[src/hdl/rbf_pkg.sv]
// Shared widths, APB constants and the controller-to-datapath command type.
`default_nettype none

package rbf_pkg;

    // Fixed field widths of the stream and configuration interfaces.
    localparam int SAMPLE_W   = 8;
    localparam int TAPS_W     = 4;
    localparam int APB_DATA_W = 32;
    localparam int APB_ADDR_W = 2;

    // Reset value of the filter length register.
    localparam logic [TAPS_W-1:0] TAPS_RESET = 4'd2;

    // Commands from the controller to the datapath.
    typedef struct packed {
        logic shift_en;    // Shift one value into the window.
        logic shift_zero;  // The shifted value is zero (tail of the row).
        logic load_out;    // Load the output register with sum / taps.
        logic clear;       // Clear the window and the running sum.
    } rbf_cmd_t;

endpackage

`default_nettype wire

[src/hdl/rbf_datapath.sv]
// Window shift line, running sum and reciprocal divider with output register.
`default_nettype none

module rbf_datapath #(
    parameter int MAX_TAPS = 8
) (
    input  wire logic                             aclk,
    input  wire logic                             aresetn,
    input  wire rbf_pkg::rbf_cmd_t                cmd,
    input  wire logic [$clog2(MAX_TAPS+1)-1:0]    eff_n,
    input  wire logic [rbf_pkg::SAMPLE_W-1:0]     in_sample,
    output logic      [rbf_pkg::SAMPLE_W-1:0]     out_data
);

    localparam int NW      = $clog2(MAX_TAPS + 1);
    localparam int IW      = $clog2(MAX_TAPS);
    localparam int SUM_W   = rbf_pkg::SAMPLE_W + IW;
    localparam int SHIFT   = SUM_W + NW;
    localparam int RECIP_W = SHIFT + 1;
    localparam int PROD_W  = SUM_W + RECIP_W;

    logic [rbf_pkg::SAMPLE_W-1:0] window_reg [MAX_TAPS];
    logic [SUM_W-1:0]             sum_reg;
    logic [SUM_W-1:0]             sum_next;
    logic [rbf_pkg::SAMPLE_W-1:0] out_data_reg;
    logic [rbf_pkg::SAMPLE_W-1:0] out_data_next;
    logic [rbf_pkg::SAMPLE_W-1:0] shift_val;
    logic [rbf_pkg::SAMPLE_W-1:0] drop_val;
    logic [NW-1:0]                tap_last;
    logic [RECIP_W-1:0]           recip_tab [2**NW];
    logic [PROD_W-1:0]            product;

    // Reciprocal table: ceil(2^SHIFT / n). With sum * n below 2^SHIFT the
    // truncated product equals the exact truncated quotient.
    for (genvar g = 0; g < 2**NW; g++) begin : g_recip
        if (g >= 1 && g <= MAX_TAPS) begin : g_used
            localparam longint unsigned RECIP = ((64'd1 << SHIFT) + g - 1) / g;
            assign recip_tab[g] = RECIP_W'(RECIP);
        end else begin : g_unused
            assign recip_tab[g] = '0;
        end
    end

    always_comb begin
        shift_val     = cmd.shift_zero ? '0 : in_sample;
        tap_last      = NW'(eff_n - NW'(1));
        drop_val      = window_reg[tap_last[IW-1:0]];
        sum_next      = sum_reg - SUM_W'(drop_val) + SUM_W'(shift_val);
        product       = PROD_W'(sum_reg) * PROD_W'(recip_tab[eff_n]);
        out_data_next = product[SHIFT +: rbf_pkg::SAMPLE_W];
    end

    always_ff @(posedge aclk) begin
        if (!aresetn || cmd.clear) begin
            for (int k = 0; k < MAX_TAPS; k++) begin
                window_reg[k] <= '0;
            end
            sum_reg <= '0;
        end else if (cmd.shift_en) begin
            for (int k = MAX_TAPS - 1; k > 0; k--) begin
                window_reg[k] <= window_reg[k-1];
            end
            window_reg[0] <= shift_val;
            sum_reg       <= sum_next;
        end
    end

    always_ff @(posedge aclk) begin
        if (cmd.load_out) begin
            out_data_reg <= out_data_next;
        end
    end

    assign out_data = out_data_reg;

endmodule

`default_nettype wire

[src/hdl/rbf_ctrl.sv]
// Controller state machine: stream handshakes, row tail sequencing, output valid.
`default_nettype none

module rbf_ctrl #(
    parameter int MAX_TAPS = 8
) (
    input  wire logic                          aclk,
    input  wire logic                          aresetn,
    input  wire logic [$clog2(MAX_TAPS+1)-1:0] eff_n,
    input  wire logic                          cfg_write,
    input  wire logic                          s_tvalid,
    input  wire logic                          s_tlast,
    output logic                               s_tready,
    input  wire logic                          m_tready,
    output logic                               m_tvalid,
    output logic                               m_tlast,
    output rbf_pkg::rbf_cmd_t                  cmd
);

    localparam int NW = $clog2(MAX_TAPS + 1);

    typedef enum logic [1:0] {
        ST_IDLE,
        ST_EMIT,
        ST_TAIL
    } state_t;

    state_t        state_reg, state_next;
    logic          pend_end_reg, pend_end_next;
    logic [NW-1:0] tail_left_reg, tail_left_next;
    logic          m_tvalid_reg, m_tvalid_next;
    logic          m_tlast_reg, m_tlast_next;
    logic          out_free;
    logic          accept;

    always_comb begin
        out_free       = !m_tvalid_reg || m_tready;
        state_next     = state_reg;
        pend_end_next  = pend_end_reg;
        tail_left_next = tail_left_reg;
        m_tvalid_next  = m_tvalid_reg && !m_tready;
        m_tlast_next   = m_tlast_reg;
        cmd            = '0;
        cmd.clear      = cfg_write;
        s_tready       = 1'b0;

        case (state_reg)
            ST_IDLE: begin
                s_tready = 1'b1;
            end
            ST_EMIT: begin
                s_tready = out_free && !pend_end_reg;
                if (out_free) begin
                    cmd.load_out  = 1'b1;
                    m_tvalid_next = 1'b1;
                    m_tlast_next  = pend_end_reg && (tail_left_reg == '0);
                    if (pend_end_reg) begin
                        if (tail_left_reg == '0) begin
                            cmd.clear     = 1'b1;
                            pend_end_next = 1'b0;
                            state_next    = ST_IDLE;
                        end else begin
                            state_next = ST_TAIL;
                        end
                    end else if (!s_tvalid) begin
                        state_next = ST_IDLE;
                    end
                end
            end
            ST_TAIL: begin
                cmd.shift_en   = 1'b1;
                cmd.shift_zero = 1'b1;
                tail_left_next = NW'(tail_left_reg - NW'(1));
                state_next     = ST_EMIT;
            end
            default: begin
                state_next = ST_IDLE;
            end
        endcase

        accept = s_tvalid && s_tready;
        if (accept) begin
            cmd.shift_en   = 1'b1;
            pend_end_next  = s_tlast;
            tail_left_next = NW'(eff_n - NW'(1));
            state_next     = ST_EMIT;
        end
    end

    always_ff @(posedge aclk) begin
        if (!aresetn) begin
            state_reg     <= ST_IDLE;
            pend_end_reg  <= 1'b0;
            tail_left_reg <= '0;
            m_tvalid_reg  <= 1'b0;
            m_tlast_reg   <= 1'b0;
        end else begin
            state_reg     <= state_next;
            pend_end_reg  <= pend_end_next;
            tail_left_reg <= tail_left_next;
            m_tvalid_reg  <= m_tvalid_next;
            m_tlast_reg   <= m_tlast_next;
        end
    end

    assign m_tvalid = m_tvalid_reg;
    assign m_tlast  = m_tlast_reg;

endmodule

`default_nettype wire

[src/hdl/row_box_filter_unit.sv]
// Top level of the row box filter: APB register, controller and datapath.
//
// Horizontal box filter for one row of 8-bit coverage samples. Every sample
// accepted on the s_ stream enters a window of the last taps samples, and the
// block sends the window sum divided by taps (truncated) on the m_ stream.
// The sample marked with s_tlast also produces taps-1 tail outputs as if zero
// samples followed, so a row of S samples yields S+taps-1 outputs, the last
// one marked with m_tlast; the window is then cleared for the next row.
// Timing: a row streams at one sample per cycle while m_tready stays high;
// the first sample after an idle cycle passes the running sum register and
// then the output register before it shows up on m_. The sample that ends a
// row blocks the input until its tail is done: each tail output needs a TAIL
// state to shift a zero through the window adder and an EMIT state for the
// reciprocal multiplier to form the quotient into the output register. The
// output register holds a finished result while the next sample is taken.
// The taps register (APB address 0, bits 3:0, reset 2) is taken as 1 when
// zero and as MAX_TAPS when larger; writing it clears the window. Write it
// only while no row is in flight.
`default_nettype none

module row_box_filter_unit #(
    parameter int MAX_TAPS = 8
) (
    input  wire logic                               aclk,
    input  wire logic                               aresetn,
    // APB configuration port.
    input  wire logic                               psel,
    input  wire logic                               penable,
    input  wire logic                               pwrite,
    input  wire logic [rbf_pkg::APB_ADDR_W-1:0]     paddr,
    input  wire logic [rbf_pkg::APB_DATA_W-1:0]     pwdata,
    output logic      [rbf_pkg::APB_DATA_W-1:0]     prdata,
    output logic                                    pready,
    // Input stream.
    input  wire logic                               s_tvalid,
    output logic                                    s_tready,
    input  wire logic [7:0]                         s_tdata,   // [7:0] sample
    input  wire logic                               s_tlast,   // row_end
    // Result stream.
    output logic                                    m_tvalid,
    input  wire logic                               m_tready,
    output logic      [7:0]                         m_tdata,   // [7:0] filtered
    output logic                                    m_tlast    // last
);

    localparam int NW = $clog2(MAX_TAPS + 1);

    logic [rbf_pkg::TAPS_W-1:0] taps_reg;
    logic [NW-1:0]              eff_n;
    logic                       cfg_write;
    rbf_pkg::rbf_cmd_t          cmd;

    // There is a single register, so every completed write transaction
    // lands in it regardless of the address bits.
    assign pready    = 1'b1;
    assign cfg_write = psel && penable && pwrite && pready;
    assign prdata    = rbf_pkg::APB_DATA_W'(taps_reg);

    always_ff @(posedge aclk) begin
        if (!aresetn) begin
            taps_reg <= rbf_pkg::TAPS_RESET;
        end else if (cfg_write) begin
            taps_reg <= pwdata[rbf_pkg::TAPS_W-1:0];
        end
    end

    // A length of zero behaves as a pass-through; lengths beyond the window
    // depth saturate to the full window.
    always_comb begin
        if (taps_reg == '0) begin
            eff_n = NW'(1);
        end else if (32'(taps_reg) > MAX_TAPS) begin
            eff_n = NW'(MAX_TAPS);
        end else begin
            eff_n = NW'(taps_reg);
        end
    end

    rbf_ctrl #(
        .MAX_TAPS (MAX_TAPS)
    ) u_ctrl (
        .aclk      (aclk),
        .aresetn   (aresetn),
        .eff_n     (eff_n),
        .cfg_write (cfg_write),
        .s_tvalid  (s_tvalid),
        .s_tlast   (s_tlast),
        .s_tready  (s_tready),
        .m_tready  (m_tready),
        .m_tvalid  (m_tvalid),
        .m_tlast   (m_tlast),
        .cmd       (cmd)
    );

    rbf_datapath #(
        .MAX_TAPS (MAX_TAPS)
    ) u_datapath (
        .aclk      (aclk),
        .aresetn   (aresetn),
        .cmd       (cmd),
        .eff_n     (eff_n),
        .in_sample (s_tdata),
        .out_data  (m_tdata)
    );

endmodule

`default_nettype wire

[config.mk]
export PLATFORM = sky130hd
export DESIGN_NAME = row_box_filter_unit
export DESIGN_NICKNAME = d
export VERILOG_FILES = /design/src/hdl/rbf_pkg.sv /design/src/hdl/rbf_datapath.sv /design/src/hdl/rbf_ctrl.sv /design/src/hdl/row_box_filter_unit.sv
export SDC_FILE = /design/constraint.sdc
export NUM_CORES = 1
export LEC_CHECK = 0
export BUFFER_PORTS_ARGS = -buffer_cell sky130_fd_sc_hd__buf_2
export CORE_MARGIN = 4
export CORE_UTILIZATION = 37
export DETAILED_ROUTE_END_ITERATION = 10
export GPL_ROUTABILITY_DRIVEN = 0
export GPL_TIMING_DRIVEN = 1
export SETUP_SLACK_MARGIN = 0.02
export SYNTH_ARGS = -nofsm -noshare
export SYNTH_HDL_FRONTEND = slang
export SYNTH_SLANG_ARGS = --single-unit
export TNS_END_PERCENT = 5
[constraint.sdc]
create_clock -name aclk -period 16.5 [get_ports aclk]
set_input_delay 0 -clock aclk [delete_from_list [all_inputs] [get_ports aclk]]
set_output_delay 0 -clock aclk [all_outputs]
set_load 0.03 [all_outputs]
==> out/summary.txt <==
FILL cells: 2,652
minimum clock period: 7437 ps
Worst Path Arrival: 7540 ps
clock group share of total power: 22.5%
Peak Freq: 0.1345 GHz
P per Cell Area: 87.63 nW/um^2
switching power: 0.3831 mW
CTS Buffer Depth: 2
Logic pwr share: 40.9%
asr flop ratio synth: 0%
Reg power frac: 36.6%
Max transition margin: 41.07%
Worst-path clk slew: 80 ps
slowest CP cell: nor2b_1
ant diodes: 0
worst r2r dst: u_datapath.out_data[7]$_DFFE_PP_
post-synth top area cell: fa_1
number of vias per cell: 4.816
Total GRT Usage: 14.79%
initial antenna violation count: 0
syn avg cell area: 10.06 sq um
gr ovfl total: 0
worst stage delay on the critical path: 680 ps
Synth area leaders: fa_1 25%, edfxtp_1 22%, ha_1 8.2%
count leader, synth: inv_1
setup tns final: 0 ps
worst hold slack: 44.66 ps
Lkg Pwr: 5.132 nW
Sw Share: 40.60%
WS Path Type: flip-flop to flip-flop
Starting Density: 37.41%
worst setup margin: 9063 ps
final WL: 21,160 um
CP Launch Type: flip-flop
antenna-violating nets left: 0
Peak VDD IR: 49.54 uV
number of vias in the routed layout: 6,564
Synth warnings: 0
Internal Power: 0.5604 mW
worst hold path type: input port to flip-flop
CTS Sinks: 96
number of flip-flops under the largest register name: 64
largest net degree at the start of global routing: 65
Buffers on Ports: 34
R2R Path Start: taps_reg[3]$_SDFFE_PN0P_
FF+latch count, synth: 96
post-placement setup slack: 9125 ps
Die Ht: 172.8 um
Worst Path Buf+Inv: 6
endpoints failing setup: 0
Setup crit end kind: flip-flop
Worst path depth: 25
H-tree depth: 3
DR iter-0 viols: 465
mean routed wirelength per cell: 15.52 um
actual slew at the worst max-slew pin: 884.0 ps
worst clock skew: 6.921 ps
Worst R2R Path Depth: 25
Top FF cell, synth: edfxtp_1
Synth top area share: 25.29%
vias in the first global route: 6,872
period utilisation layout: 45.07%
CP startpoint: taps_reg[3]$_SDFFE_PN0P_
CTS tree: done
Design Power: 0.9435 mW
top cells by count, synth: 207 x inv_1, 127 x fa_1, 111 x and2_1
CTS buffer count: 9
Die ar.: 29,880 sq um
RSZ-0062 raised after global routing: false
root buffer cell: clkbuf_16
status: finished clean
postcts setup bufs: 0
number of failing hold endpoints at the final stage: 0
delay-heaviest family, CP: adder cells
Worst-Skew Late Latency: 350 ps
Die Wd: 172.8 um
num rows: 60
mapped cell area: 10,050 sq um
placed cell count: 1,340
crit-path max FO: 13
Critical Path RT: 16,600 ps
first-pass GRT wire length: 35,860 um
DRC: 0
Area Overhead vs Synth: 7.093%
sequential area share after synthesis: 26.28%
Core Region: 26,880 sq um
non-filler instance count after layout: 1,363
R2R Setup Slk: 9060 ps
HP Start: s_tdata[5]
Top Ports: 94
hpwl dp: 16,290 um
Synth cell types: 58
number of synthesized flops with an enable pin: 72
Post-Syn Instances: 999
number of max-cap violations: 0
crit path capture: u_datapath.out_data[7]$_DFFE_PP_
layout cells sized above 1: 8.415%
Final #Nets: 1,260
Max Slew Vio Count: 0
drt pass-1 iters: 5
## area by class of cell
cell class | count | area [sq um] | area share, %
multi-input cells | 657 | 6359 | 59.05
flip-flops and latches | 96 | 2643 | 24.54
inverters | 209 | 787.0 | 7.309
well taps | 341 | 426.7 | 3.962
repair buffers | 44 | 262.8 | 2.440
clock buffers | 9 | 225.2 | 2.092
clock inverters | 7 | 65.06 | 0.6042
## power by group through the flow
stage / Sequential [mW] / Clock [mW] / Combinational (mW)
final: 0.346 / 0.212 / 0.386
after global routing: 0.350 / 0.229 / 0.444
after CTS: 0.344 / 0.220 / 0.390
after detailed placement: 0.349 / 0 / 0.386
after global placement: 0.349 / 0 / 0.381
after floorplan: 0.321 / 0 / 0.319
## how the worst min path moves through the flow
stage                                                end  slack [ps]  depth (start not counted)
3_3_place_gp                    taps_reg[1]$_SDFFE_PN1P_         210                          3
6_report       u_datapath.window_reg[0][5]$_SDFFCE_PN0P_          40                          3
5_1_grt        u_datapath.window_reg[0][7]$_SDFFCE_PN0P_          30                          3
2_1_floorplan                   taps_reg[1]$_SDFFE_PN1P_         130                          2
4_1_cts        u_datapath.window_reg[0][7]$_SDFFCE_PN0P_          30                          3
3_5_place_dp                    taps_reg[1]$_SDFFE_PN1P_         220                          3
## worst register-to-register path, delay by kind of cell (launching register included)
kind	cells	cell delay (ps)
DFF	1	510
and+or+nand+nor	6	1740
xor gates and xnor gates	1	150
AOI/OAI and AO/OA	5	1140
adders and majority gates	7	2960
buffers and inverters	6	690
## cell usage in the layout, fill, tap and decap left out, drive strengths merged, types with 24 or more instances in the layout
cell    synthesis  layout
and2          112     112
buf            34      37
conb            2      29
dfxtp          24      24
edfxtp         72      72
fa            127     127
ha             66      66
inv           208     211
nand2          86      86
nor2           35      35
## kinds of logic (layout without fill, tap and decap cells)
| group | after synthesis | count (layout) | share of synthesized area (%) |
|---|---|---|---|
| multiplexers | 37 | 37 | 5.899 |
| AND/OR/NAND/NOR | 312 | 312 | 16.61 |
| other | 2 | 29 | 0.07469 |
| adder cells (fa/ha/maj) | 193 | 193 | 33.50 |
| AO/OA/AOI/OAI | 65 | 65 | 4.268 |
| flip-flops | 96 | 96 | 26.28 |
| buffers and inverters | 273 | 269 | 11.54 |
| XOR/XNOR | 21 | 21 | 1.829 |
## routing by layer
metal	GRT usage (%)	routed length, um
met1	21.13	9823
met2	24.13	10040
met3	1.836	968
met4	3.691	328
met5	0	0
## what timing repair did
action	in CTS	in global routing
gates resized for setup	0	0
hold buffers	7	0
endpoints found under the setup margin	0	0
endpoints found under the hold margin	6	0
## through the flow
step,utilization (%),instance area (sq um)
after CTS,40.07,10770
after detailed placement,38.72,10410
final,40.07,10770
after floorplan,-,10160
after global placement,38.72,10410
after global routing,40.07,10770
No activity file was read; power rests on OpenSTA's default activity.
